## config.mk

```make
export PLATFORM = sky130hd
export DESIGN_NAME = tga_rle_indexed_decoder_flat
export DESIGN_NICKNAME = d
export VERILOG_FILES = /design/src/hdl/tgarle_pkg.sv /design/src/hdl/tgarle_if.sv /design/src/hdl/tga_rle_indexed_decoder.sv /design/src/flat_wrapper.sv
export VERILOG_INCLUDE_DIRS = /design/src /design/src/hdl
export SDC_FILE = /design/constraint.sdc
export NUM_CORES = 1
export LEC_CHECK = 0
export BUFFER_PORTS_ARGS = -buffer_cell sky130_fd_sc_hd__clkbuf_2
export CAP_MARGIN = 10
export CORE_ASPECT_RATIO = 1.4
export CORE_MARGIN = 2
export CORE_UTILIZATION = 35
export CTS_BUF_LIST = sky130_fd_sc_hd__clkbuf_8
export CTS_CLUSTER_SIZE = 10
export DETAILED_ROUTE_END_ITERATION = 12
export GPL_TIMING_DRIVEN = 0
export HOLD_SLACK_MARGIN = 0.15
export SLEW_MARGIN = 15
export SYNTH_ARGS = -nofsm -noshare
export SYNTH_HDL_FRONTEND = slang
export SYNTH_SLANG_ARGS = --single-unit
```

## constraint.sdc

```tcl
create_clock -name clk_i -period 10.4 [get_ports clk_i]
set_clock_uncertainty 0.2 [all_clocks]
set_input_delay 2.08 -clock clk_i [delete_from_list [all_inputs] [get_ports clk_i]]
set_output_delay 2.08 -clock clk_i [all_outputs]
set_load 0.1 [all_outputs]
```

## src/hdl/tga_rle_indexed_decoder_defines.svh

```systemverilog
// Assertion macros for the TGA RLE indexed decoder.
// Each macro expects clk_i and rst_ni in the scope where it is used.
`ifndef TGA_RLE_INDEXED_DECODER_DEFINES_SVH
`define TGA_RLE_INDEXED_DECODER_DEFINES_SVH

// Property that must hold in the same cycle as its antecedent.
`define TGARLE_ASSERT_NOW(lbl, ante, cons, msg) \
  lbl: assert property (@(posedge clk_i) disable iff (!rst_ni) (ante) |-> (cons)) \
    else $error(msg);

// Property that must hold in the cycle after its antecedent.
`define TGARLE_ASSERT_NEXT(lbl, ante, cons, msg) \
  lbl: assert property (@(posedge clk_i) disable iff (!rst_ni) (ante) |=> (cons)) \
    else $error(msg);

`endif

```

## src/hdl/tgarle_pkg.sv

```systemverilog
// Shared types and constants of the TGA RLE indexed decoder.
// No dependencies; used by the channel interfaces and the decoder.
`timescale 1ns / 1ps

package tgarle_pkg;

  // Width of the frame buffer address registers (8 to 32).
  localparam int unsigned ADDR_BITS = 32;

  localparam int unsigned CFG_IDX_W  = 4;
  localparam int unsigned CFG_DATA_W = 16;
  localparam int unsigned DIM_W      = 16;
  localparam int unsigned OUT_ADDR_W = 32;

  localparam logic [DIM_W-1:0] MIN_WIDTH = 16'd4;
  localparam logic [7:0]       MAX_RUN   = 8'd128;

  localparam logic [0:0] ACT_DATA  = 1'b0;
  localparam logic [0:0] ACT_START = 1'b1;

  typedef enum logic [CFG_IDX_W-1:0] {
    CFG_IMAGE_WIDTH  = 4'd0,
    CFG_IMAGE_HEIGHT = 4'd1,
    CFG_RLE_ENABLED  = 4'd2,
    CFG_TOP_DOWN     = 4'd3
  } cfg_reg_e;

  typedef enum logic [1:0] {
    PH_HEADER  = 2'd0,
    PH_REPEAT  = 2'd1,
    PH_LITERAL = 2'd2
  } phase_e;

  typedef enum logic [0:0] {
    ST_IDLE = 1'b0,
    ST_EMIT = 1'b1
  } state_e;

endpackage

```

## src/hdl/tgarle_if.sv

```systemverilog
// Valid/ready channel interfaces of the TGA RLE indexed decoder.
// Depends on tgarle_pkg for the field widths.
`timescale 1ns / 1ps

interface tgarle_in_if;
  logic       valid;
  logic       ready;
  logic [0:0] action;
  logic [7:0] data_byte;

  modport source (output valid, action, data_byte, input ready);
  modport sink   (input valid, action, data_byte, output ready);
endinterface

interface tgarle_out_if import tgarle_pkg::*; ();
  logic                  valid;
  logic                  ready;
  logic [OUT_ADDR_W-1:0] pixel_address;
  logic [7:0]            run_length;
  logic [7:0]            pixel_value;
  logic                  image_done;
  logic                  last_of_item;

  modport source (output valid, pixel_address, run_length, pixel_value, image_done,
                  last_of_item, input ready);
  modport sink   (input valid, pixel_address, run_length, pixel_value, image_done,
                  last_of_item, output ready);
endinterface

interface tgarle_cfg_if import tgarle_pkg::*; ();
  logic                  valid;
  logic                  ready;
  logic [CFG_IDX_W-1:0]  index;
  logic [CFG_DATA_W-1:0] data;

  modport source (output valid, index, data, input ready);
  modport sink   (input valid, index, data, output ready);
endinterface

```

## src/hdl/tga_rle_indexed_decoder.sv

```systemverilog
// TGA RLE indexed decoder: takes one byte of an 8-bit TGA pixel stream per item and
// emits write segments (address, length, value) for the frame buffer. A start item,
// an RLE header byte or a byte that arrives with no image active produces no segment.
// A pixel byte is accepted, then produces its segments one step at a time, so a raw
// or literal byte yields one segment and a repeat run yields one per row it touches;
// all segment steps go through a single shared address adder.
// The input is held off while segments are being produced, and a stalled output
// register delays each segment step, which holds the input off for that much longer.
`timescale 1ns / 1ps
`include "tga_rle_indexed_decoder_defines.svh"

module tga_rle_indexed_decoder
  import tgarle_pkg::*;
(
  input  logic           clk_i,
  input  logic           rst_ni,
  tgarle_cfg_if.sink     cfg_i,
  tgarle_in_if.sink      in_i,
  tgarle_out_if.source   out_o
);

  // configuration
  logic [DIM_W-1:0] width_q, height_q;
  logic             rle_q, top_down_q;

  // control state
  state_e                state_q, state_d;
  phase_e                phase_q, phase_d;
  logic [7:0]            packet_left_q, packet_left_d;
  logic [DIM_W-1:0]      cols_q, cols_d;
  logic [DIM_W-1:0]      rows_q, rows_d;
  logic [ADDR_BITS-1:0]  row_start_q, row_start_d;
  logic [ADDR_BITS-1:0]  wr_addr_q, wr_addr_d;
  logic [7:0]            count_q, count_d;
  logic [7:0]            value_q, value_d;

  // output register
  logic                  out_valid_q, out_valid_d;
  logic [OUT_ADDR_W-1:0] out_addr_q;
  logic [7:0]            out_len_q, out_value_q;
  logic                  out_done_q, out_last_q;

  logic                  in_acc, step, emit_go;
  logic [DIM_W-1:0]      eff_w, h_m1, cols_cur, cols_after, rows_dec;
  logic [OUT_ADDR_W-1:0] prod;
  logic [7:0]            seg_len, count_after;
  logic                  seg_done, seg_last, row_adv;
  logic [ADDR_BITS-1:0]  add_a, add_b, add_sum;
  logic                  add_sub;

  assign cfg_i.ready = 1'b1;
  assign in_i.ready  = (state_q == ST_IDLE);
  assign in_acc      = in_i.valid && in_i.ready;
  assign step        = (state_q == ST_EMIT) && (!out_valid_q || out_o.ready);

  assign eff_w = (width_q < MIN_WIDTH) ? MIN_WIDTH : width_q;
  assign h_m1  = height_q - 16'd1;
  assign prod  = OUT_ADDR_W'(h_m1) * OUT_ADDR_W'(eff_w);

  // segment of the current run that fits into the current row
  assign cols_cur    = (cols_q == '0) ? eff_w : cols_q;
  assign seg_len     = ({8'd0, count_q} < cols_cur) ? count_q : cols_cur[7:0];
  assign cols_after  = cols_cur - {8'd0, seg_len};
  assign count_after = count_q - seg_len;
  assign rows_dec    = rows_q - 16'd1;
  assign seg_done    = (cols_after == '0) && (rows_dec == '0);
  assign row_adv     = (cols_after == '0) && (rows_dec != '0);
  assign seg_last    = (count_after == '0) || seg_done;

  // shared adder: advance within the row, or step the row start up or down
  assign add_a   = row_adv ? row_start_q : wr_addr_q;
  assign add_sub = row_adv && !top_down_q;
  assign add_b   = row_adv ? ADDR_BITS'(eff_w) : ADDR_BITS'(seg_len);
  assign add_sum = add_a + (add_b ^ {ADDR_BITS{add_sub}}) + ADDR_BITS'(add_sub);

  // next state
  always_comb begin
    state_d = state_q;
    case (state_q)
      ST_IDLE: begin
        if (emit_go) state_d = ST_EMIT;
      end
      ST_EMIT: begin
        if (step && seg_last) state_d = ST_IDLE;
      end
      default: state_d = ST_IDLE;
    endcase
  end

  // datapath and packet tracking
  always_comb begin
    phase_d       = phase_q;
    packet_left_d = packet_left_q;
    cols_d        = cols_q;
    rows_d        = rows_q;
    row_start_d   = row_start_q;
    wr_addr_d     = wr_addr_q;
    count_d       = count_q;
    value_d       = value_q;
    emit_go       = 1'b0;

    if (in_acc) begin
      if (in_i.action == ACT_START) begin
        cols_d        = eff_w;
        rows_d        = height_q;
        row_start_d   = (top_down_q || height_q == '0) ? '0 : ADDR_BITS'(prod);
        wr_addr_d     = row_start_d;
        phase_d       = PH_HEADER;
        packet_left_d = '0;
      end else if (rows_q != '0) begin
        value_d = in_i.data_byte;
        if (!rle_q) begin
          count_d = 8'd1;
          emit_go = 1'b1;
        end else begin
          case (phase_q)
            PH_REPEAT: begin
              count_d       = packet_left_q;
              emit_go       = (packet_left_q != '0);
              packet_left_d = '0;
              phase_d       = PH_HEADER;
            end
            PH_LITERAL: begin
              count_d       = 8'd1;
              emit_go       = 1'b1;
              packet_left_d = packet_left_q - 8'd1;
              if (packet_left_d == '0) phase_d = PH_HEADER;
            end
            default: begin
              // header byte: bit 7 selects a repeat run
              packet_left_d = {1'b0, in_i.data_byte[6:0]} + 8'd1;
              phase_d       = in_i.data_byte[7] ? PH_REPEAT : PH_LITERAL;
            end
          endcase
        end
      end
    end

    if (step) begin
      count_d   = count_after;
      wr_addr_d = add_sum;
      if (cols_after == '0) begin
        rows_d = rows_dec;
        if (row_adv) begin
          row_start_d = add_sum;
          cols_d      = eff_w;
        end else begin
          cols_d = cols_after;
        end
      end else begin
        cols_d = cols_after;
      end
    end
  end

  assign out_valid_d = step ? 1'b1 : (out_o.ready ? 1'b0 : out_valid_q);

  always_ff @(posedge clk_i or negedge rst_ni) begin
    if (!rst_ni) begin
      width_q       <= MIN_WIDTH;
      height_q      <= 16'd1;
      rle_q         <= 1'b0;
      top_down_q    <= 1'b0;
      state_q       <= ST_IDLE;
      phase_q       <= PH_HEADER;
      packet_left_q <= '0;
      cols_q        <= '0;
      rows_q        <= '0;
      row_start_q   <= '0;
      wr_addr_q     <= '0;
      out_valid_q   <= 1'b0;
    end else begin
      if (cfg_i.valid && cfg_i.ready) begin
        case (cfg_i.index)
          CFG_IMAGE_WIDTH:  width_q    <= cfg_i.data;
          CFG_IMAGE_HEIGHT: height_q   <= cfg_i.data;
          CFG_RLE_ENABLED:  rle_q      <= cfg_i.data[0];
          CFG_TOP_DOWN:     top_down_q <= cfg_i.data[0];
          default: ;
        endcase
      end
      state_q       <= state_d;
      phase_q       <= phase_d;
      packet_left_q <= packet_left_d;
      cols_q        <= cols_d;
      rows_q        <= rows_d;
      row_start_q   <= row_start_d;
      wr_addr_q     <= wr_addr_d;
      out_valid_q   <= out_valid_d;
    end
  end

  // payload registers
  always_ff @(posedge clk_i) begin
    count_q <= count_d;
    value_q <= value_d;
    if (step) begin
      out_addr_q  <= OUT_ADDR_W'(wr_addr_q);
      out_len_q   <= seg_len;
      out_value_q <= value_q;
      out_done_q  <= seg_done;
      out_last_q  <= seg_last;
    end
  end

  assign out_o.valid         = out_valid_q;
  assign out_o.pixel_address = out_addr_q;
  assign out_o.run_length    = out_len_q;
  assign out_o.pixel_value   = out_value_q;
  assign out_o.image_done    = out_done_q;
  assign out_o.last_of_item  = out_last_q;

  `TGARLE_ASSERT_NOW(a_emit_live, state_q == ST_EMIT,
    rows_q != '0 && count_q != '0, "emit with nothing left to write")
  `TGARLE_ASSERT_NOW(a_len_range, out_valid_q,
    out_len_q != '0 && out_len_q <= MAX_RUN, "segment length out of range")
  `TGARLE_ASSERT_NOW(a_done_last, out_valid_q && out_done_q,
    out_last_q, "image end not marked as last segment")
  `TGARLE_ASSERT_NEXT(a_last_idle, step && seg_last,
    state_q == ST_IDLE && out_valid_q && out_last_q, "last segment did not release the input")

endmodule

```

## src/flat_wrapper.sv

```systemverilog
// flat-port wrapper written by rule: the top's interface ports become plain ports
module tga_rle_indexed_decoder_flat import tgarle_pkg::*;
  (clk_i, rst_ni, cfg_i_valid, cfg_i_index, cfg_i_data, cfg_i_ready, in_i_valid, in_i_action, in_i_data_byte, in_i_ready, out_o_valid, out_o_pixel_address, out_o_run_length, out_o_pixel_value, out_o_image_done, out_o_last_of_item, out_o_ready);
  tgarle_cfg_if cfg_i_i ();
  tgarle_in_if in_i_i ();
  tgarle_out_if out_o_i ();
  input  logic clk_i;
  input  logic rst_ni;
  input wire logic [$bits(cfg_i_i.valid)-1:0] cfg_i_valid;
  input wire logic [$bits(cfg_i_i.index)-1:0] cfg_i_index;
  input wire logic [$bits(cfg_i_i.data)-1:0] cfg_i_data;
  output wire logic [$bits(cfg_i_i.ready)-1:0] cfg_i_ready;
  input wire logic [$bits(in_i_i.valid)-1:0] in_i_valid;
  input wire logic [$bits(in_i_i.action)-1:0] in_i_action;
  input wire logic [$bits(in_i_i.data_byte)-1:0] in_i_data_byte;
  output wire logic [$bits(in_i_i.ready)-1:0] in_i_ready;
  output wire logic [$bits(out_o_i.valid)-1:0] out_o_valid;
  output wire logic [$bits(out_o_i.pixel_address)-1:0] out_o_pixel_address;
  output wire logic [$bits(out_o_i.run_length)-1:0] out_o_run_length;
  output wire logic [$bits(out_o_i.pixel_value)-1:0] out_o_pixel_value;
  output wire logic [$bits(out_o_i.image_done)-1:0] out_o_image_done;
  output wire logic [$bits(out_o_i.last_of_item)-1:0] out_o_last_of_item;
  input wire logic [$bits(out_o_i.ready)-1:0] out_o_ready;
  assign cfg_i_i.valid = cfg_i_valid;
  assign cfg_i_i.index = cfg_i_index;
  assign cfg_i_i.data = cfg_i_data;
  assign cfg_i_ready = cfg_i_i.ready;
  assign in_i_i.valid = in_i_valid;
  assign in_i_i.action = in_i_action;
  assign in_i_i.data_byte = in_i_data_byte;
  assign in_i_ready = in_i_i.ready;
  assign out_o_valid = out_o_i.valid;
  assign out_o_pixel_address = out_o_i.pixel_address;
  assign out_o_run_length = out_o_i.run_length;
  assign out_o_pixel_value = out_o_i.pixel_value;
  assign out_o_image_done = out_o_i.image_done;
  assign out_o_last_of_item = out_o_i.last_of_item;
  assign out_o_i.ready = out_o_ready;
  tga_rle_indexed_decoder u_core (.clk_i(clk_i), .rst_ni(rst_ni), .cfg_i(cfg_i_i), .in_i(in_i_i), .out_o(out_o_i));
endmodule
```

==> run metrics, run 1 <==
Final Hold Fails=0; Final min period=10100 ps; synthesized area per cell=8.746 sq um; vias per cell=5.450; Routed WL=77860 um; hold_buf cts=0; Fillers=6258; worst r2r dst=u_core.row_start_q[28]; antenna violations before repair=1; 1st-pass router iterations=8; core area=61890 sq um; number of flops mapped to enable cells by yosys=66; Die Area=64390 sq um; CP endpoint=u_core.row_start_q[28]; # DRC=0; H-Tree Level Count=2; first-pass GRT wire length=118100 um; CTS Buffer Depth=3; DP HPWL=61380 um; sequential-to-total area share from yosys stat=0.2538; highest clock rate=99.04 MHz; clock-pin slew on the worst setup and hold paths=100 ps; TritonCTS buffer count=35; RR Startpoint=u_core.cols_q[13]; WP data required=10600 ps; Syn Inst Count=2495; synth unique cells=103; Worst Setup End Kind=register; Final Cycle Share=0.9709; Finished Layout Cells=3536; WS Path Type=register to register; Synth Register Bits=208; number of global-route vias before repair=19873; cell count after placement=3408; most common cell in the netlist=nand2_1; outcome=complete, no violations; Die Span Y=299.4 um; CTS Sinks=208; Slew HR=0.2735; leading register cell type out of synthesis=dfrtp_1; Vias=19270; layout net count=3054; share of layout cells above drive strength 1=0.1421; syn nets=2866; routability cong.=0.9634; Async SR Flop Fraction=0.6827; GRT overflow=0; DIE WIDTH=215.0 um; WP data arrival=10290 ps; hold path depth=0; clk root buf=clkbuf_8; Ys Warns=0; global-route usage over all layers=0.2387; largest cells by area after synthesis=fa_1 (18%), dfrtp_1 (16%), edfxtp_1 (9.1%), ha_1 (8.1%), nand2_1 (6.8%); path depth of the worst reg2reg path=50; Slowest cell on crit path=or4_4; CP max FO=7; Final setup viols=0; 1st-iter DRT viols=1675; IO Port Bufs=85; Final Core Density=0.4096; area grow syn2layout=16.16%; Clock Latency Late Sink=580 ps; worst hold path class=register to register; post-placement worst setup slack=-2477 ps; Rows=108; area leader, netlist=fa_1; r2r setup slk=300 ps; Post-Syn Area=21820 sq um; initial cell density of the core=0.3526; TritonCTS clock tree=built; Startpoint Class=register; pin count of the biggest net entering global routing=85; RSZ-0062 raised after global routing=true; Max stage delay on crit path=530 ps; top-area cell type share of the netlist area=0.1789; cell mode on critical path=a21oi_2; wire per inst=22.02 um; Max-cap violations=0; Commonest cells post-synth=nand2_1 (398), inv_1 (284), fa_1 (195); boundary pin count=87; Slew Limit Fails=0; Critical Path Start=u_core.cols_q[13]; measured slew at the worst slew-check pin=1086 ps; Routed Antenna Nets=0; worst setup margin=302.6 ps
-- routing by layer --
| layer | global-route usage | up-vias | share of wire |
|---|---|---|---|
| met3 | 0.02760 | 198 | 0.047 |
| met1 | 0.2551 | 9592 | 0.37 |
| li1 | - | 8797 | - |
| met4 | 0.1322 | 0 | 0.062 |
| met5 | 0 | - | 0 |
| met2 | 0.4544 | 683 | 0.52 |
-- cell type report --
class,count,area [sq um],area share
timing repair buffer,158,1026,0.04048
inverter,286,1081,0.04265
antenna,1,2.502,0.00009872
sequential,208,5544,0.2187
clock inverter,27,279.0,0.01101
tap,825,1032,0.04072
multi-input combinational,1882,15320,0.6045
buffer,112,551.8,0.02177
clock buffer,37,509.2,0.02009
-- registers in the layout (all words and copies together), names as in the netlist, 2 cells and up --
register                    count
u_core.row_start_q             32
u_core.out_o.run_length         8
u_core.phase_q                  2
u_core.wr_addr_q               32
u_core.value_q                  8
u_core.rows_q                  16
u_core.out_o.pixel_value        8
u_core.height_q                16
u_core.count_q                  8
u_core.width_q                 16
u_core.cols_q                  16
u_core.out_o.pixel_address     32
u_core.packet_left_q            8
-- critical path, delay by kind of cell (launching register included) --
| family | cells | cell delay [ps] |
|---|---|---|
| compound gates | 28 | 4650 |
| simple gates | 12 | 2630 |
| fa+ha+maj | 4 | 1040 |
| buf+inv | 5 | 710 |
| flops | 1 | 450 |
| xor+xnor | 1 | 240 |
-- cells in the final DEF, fill, tap and decap left out, drive strengths merged, types with 9 or more instances in the layout --
master | synthesis | layout
mux2 | 30 | 30
o21ai | 125 | 125
a22oi | 12 | 12
nor3 | 40 | 40
nand2 | 399 | 399
or2 | 13 | 13
xor2 | 62 | 62
ha | 142 | 142
o22ai | 15 | 15
a21oi | 136 | 136
buf | 17 | 87
and2 | 72 | 72
a211oi | 24 | 24
o31ai | 11 | 11
nor2 | 152 | 152
clkbuf | 102 | 220
nor2b | 26 | 26
a221oi | 15 | 15
nand2b | 19 | 19
nor4 | 20 | 20
edfxtp | 66 | 66
xnor2 | 63 | 63
fa | 195 | 195
a21boi | 9 | 9
nand3 | 54 | 54
o211ai | 15 | 15
inv | 284 | 292
dfrtp | 140 | 140
nand4 | 15 | 15
mux2i | 9 | 9
clkinv | 2 | 11
o21a | 13 | 13
and3 | 28 | 28
or3 | 25 | 25
a21o | 16 | 16
a31oi | 13 | 13
-- timing repair --
| item | CTS | global route |
|---|---|---|
| gates resized for setup | 64 | 56 |
| pin swaps | 39 | 45 |
| cloned | 0 | 1 |
| setup endpoints to repair | 54 | 19 |
| setup buffers | 37 | 32 |
-- worst min path at each step --
stage | startpoint | to
final | u_core.value_q[5] | u_core.out_o.pixel_value[5]
after global routing | u_core.value_q[3] | u_core.out_o.pixel_value[3]
after CTS | u_core.value_q[3] | u_core.out_o.pixel_value[3]
after detailed placement | u_core.value_q[0] | u_core.out_o.pixel_value[0]
after global placement | u_core.value_q[0] | u_core.out_o.pixel_value[0]
after floorplan | u_core.value_q[0] | u_core.out_o.pixel_value[0]
-- logic make-up after synthesis --
logic type               share of synthesized area
adder cells (fa/ha/maj)                     0.2631
AO/OA/AOI/OAI                               0.1468
XOR/XNOR                                   0.05051
other                                    0.0001718
AND/OR/NAND/NOR                             0.1938
flip-flops                                  0.2538
multiplexers                               0.01961
buffers and inverters                      0.07230
-- stage by stage --
step                      TNS, ps  cell area, sq um  hold WS (ps)
after floorplan                 0             21950         200.3
after global placement     -67550             23410         204.7
after detailed placement   -67750             23500         208.8
after CTS                       0             24870         221.7
after global routing       -295.3             25350         217.1
final                           0             25350         223.6
Power of run 1 is not shown: default switching activity piles up to over one toggle a cycle in this logic, so the estimate is an artifact.
==> run 2, diff against run 1 <==
==> constraint.sdc (replaced) <==
create_clock -name clk_i -period 10.4 [get_ports clk_i]
set_clock_uncertainty 0.2 [all_clocks]
set_input_delay 0.52 -clock clk_i [delete_from_list [all_inputs] [get_ports clk_i]]
set_output_delay 0.52 -clock clk_i [all_outputs]
set_load 0.1 [all_outputs]
==> run metrics, run 2 (synthesized netlist as in run 1, its figures left out) <==
Worst Setup End Kind=register; Max-cap violations=0 (unchanged); Die Area=64390 sq um (unchanged); 1st-pass router iterations=10 (+2); TritonCTS buffer count=35 (unchanged); CP max FO=7 (unchanged); Slew Limit Fails=0 (unchanged); Slowest cell on crit path=or4_4; worst hold path class=input pin to register; initial cell density of the core=0.3526 (unchanged); highest clock rate=99.25 MHz (+0.21%); CTS Buffer Depth=3 (unchanged); multi-input logic area=15320 sq um (unchanged); cell mode on critical path=a21oi_2; Final Hold Fails=0 (unchanged); vias per cell=5.441 (-0.16%); Clock Latency Late Sink=580 ps (about the same); routability cong.=0.9634 (unchanged); cell count after placement=3408 (unchanged); WS Path Type=register to register; TritonCTS clock tree=built; Final Cycle Share=0.9689 (-0.002053); layout net count=3080 (+0.85%); Finished Layout Cells=3562 (+0.74%); area grow syn2layout=17.35%; Vias=19380 (+0.57%); core area=61890 sq um (unchanged); IO Port Bufs=85 (unchanged); worst path bufs/invs=6 (+1); clk root buf=clkbuf_8; DP HPWL=61380 um (unchanged); WP data required=10600 ps (about the same); boundary pin count=87 (unchanged); Max stage delay on crit path=530 ps (about the same); H-Tree Level Count=2 (unchanged); RSZ-0062 raised after global routing=true; WP data arrival=10270 ps (-20 ps); number of global-route vias before repair=19998 (+0.63%); Final min period=10080 ps (-21.36 ps); Final Core Density=0.4138 (+0.004205); most common cell after layout, fill and taps aside=nand2_1; 1st-iter DRT viols=1639 (-2.1%); pin count of the biggest net entering global routing=85 (unchanged); antenna violations before repair=1 (unchanged); Fillers=6242 (-0.26%); DIE WIDTH=215.0 um (unchanged); # DRC=0 (unchanged); Routed Antenna Nets=0 (unchanged); Top delay family on crit path=compound AO/OA/AOI/OAI gates; share of layout cells above drive strength 1=0.1407 (-0.001350); worst hold margin=169.6 ps (-54.04 ps); CTS Sinks=208 (unchanged); first-pass GRT wire length=118600 um (+0.43%); Die Span Y=299.4 um (unchanged); wire per inst=21.95 um (-0.32%); most frequent cells in the layout=nand2_1 (393), inv_1 (289), fa_1 (194); Startpoint Class=register; global-route usage over all layers=0.2398 (+0.001028); GRT overflow=0 (unchanged); clock-pin slew on the worst setup and hold paths=100 ps (about the same); outcome=complete, no violations; Routed WL=78180 um (+0.41%); Final setup viols=0 (unchanged); Sequential Area=5544 sq um (unchanged); Slew HR=0.2662 (-0.007310); Rows=108 (unchanged); measured slew at the worst slew-check pin=1097 ps (+10.92 ps)
run 2: cell count changes in the layout (fill, tap and decap cells not counted), sizes merged:
cell and change:
dlygate4sd3 +26
run 2: worst reg2reg max path: cells and delay by family, from the launching register on:
| kind | cells | cell delay (ps) |
|---|---|---|
| AOI/OAI and AO/OA | 27 | 4570 |
| xor gates and xnor gates | 1 | 240 |
| adders and majority gates | 4 | 960 |
| buffers and inverters | 6 | 820 |
| DFF | 1 | 450 |
| and+or+nand+nor | 11 | 2710 |
run 2: per-layer routing:
layer,vias to the layer above,global-route usage,part of all wire
li1,8846,-,-
met1,9630,0.2560,0.37
met2,700,0.4551,0.52
met3,204,0.02750,0.046
met4,0,0.1363,0.063
met5,-,0,0
run 2: worst paths after layout:
path | start | endpoint | slack, ps | cells past startpoint
max reg2reg | u_core.cols_q[13] | u_core.row_start_q[28] | 320 | 49
min reg2reg | u_core.value_q[3] | u_core.out_o.pixel_value[3] | 220 | 0
max | u_core.cols_q[13] | u_core.row_start_q[28] | 320 | 49
max in group asynchronous | rst_ni | u_core.wr_addr_q[29] | 8850 | 3
min in group asynchronous | rst_ni | u_core.rows_q[9] | 270 | 2
min | cfg_i_index[1] | u_core.rle_q | 170 | 3
run 2: timing repair:
| action | in CTS | in global routing |
|---|---|---|
| cloned | 0 | 1 |
| hold endpoints to repair | 100 | 0 |
| gates resized for setup | 64 | 56 |
| setup endpoints to repair | 54 | 19 |
| pin swaps | 39 | 45 |
| buffers inserted | 37 | 32 |
| hold buffers | 26 | 0 |
run 2: layout make-up:
| cell class | instances | area share |
|---|---|---|
| Antenna cell | 1 | 0.00009772 |
| Clock inverter | 27 | 0.01090 |
| Sequential cell | 208 | 0.2165 |
| Timing Repair Buffer | 184 | 0.05023 |
| Buffer | 112 | 0.02155 |
| Clock buffer | 37 | 0.01989 |
| Inverter | 286 | 0.04221 |
| Multi-Input combinational cell | 1882 | 0.5983 |
| Tap cell | 825 | 0.04031 |
run 2: stage by stage:
step | TNS [ps] | area (sq um) | setup WS (ps)
after floorplan | 0 | 21950 | 49.75
after global placement | -67550 | 23410 | -2582
after detailed placement | -67750 | 23500 | -2477
after CTS | 0 | 25130 | 15.58
after global routing | -283.8 | 25610 | -110.9
final | 0 | 25610 | 323.9
Power of run 2 is left out for the same reason.
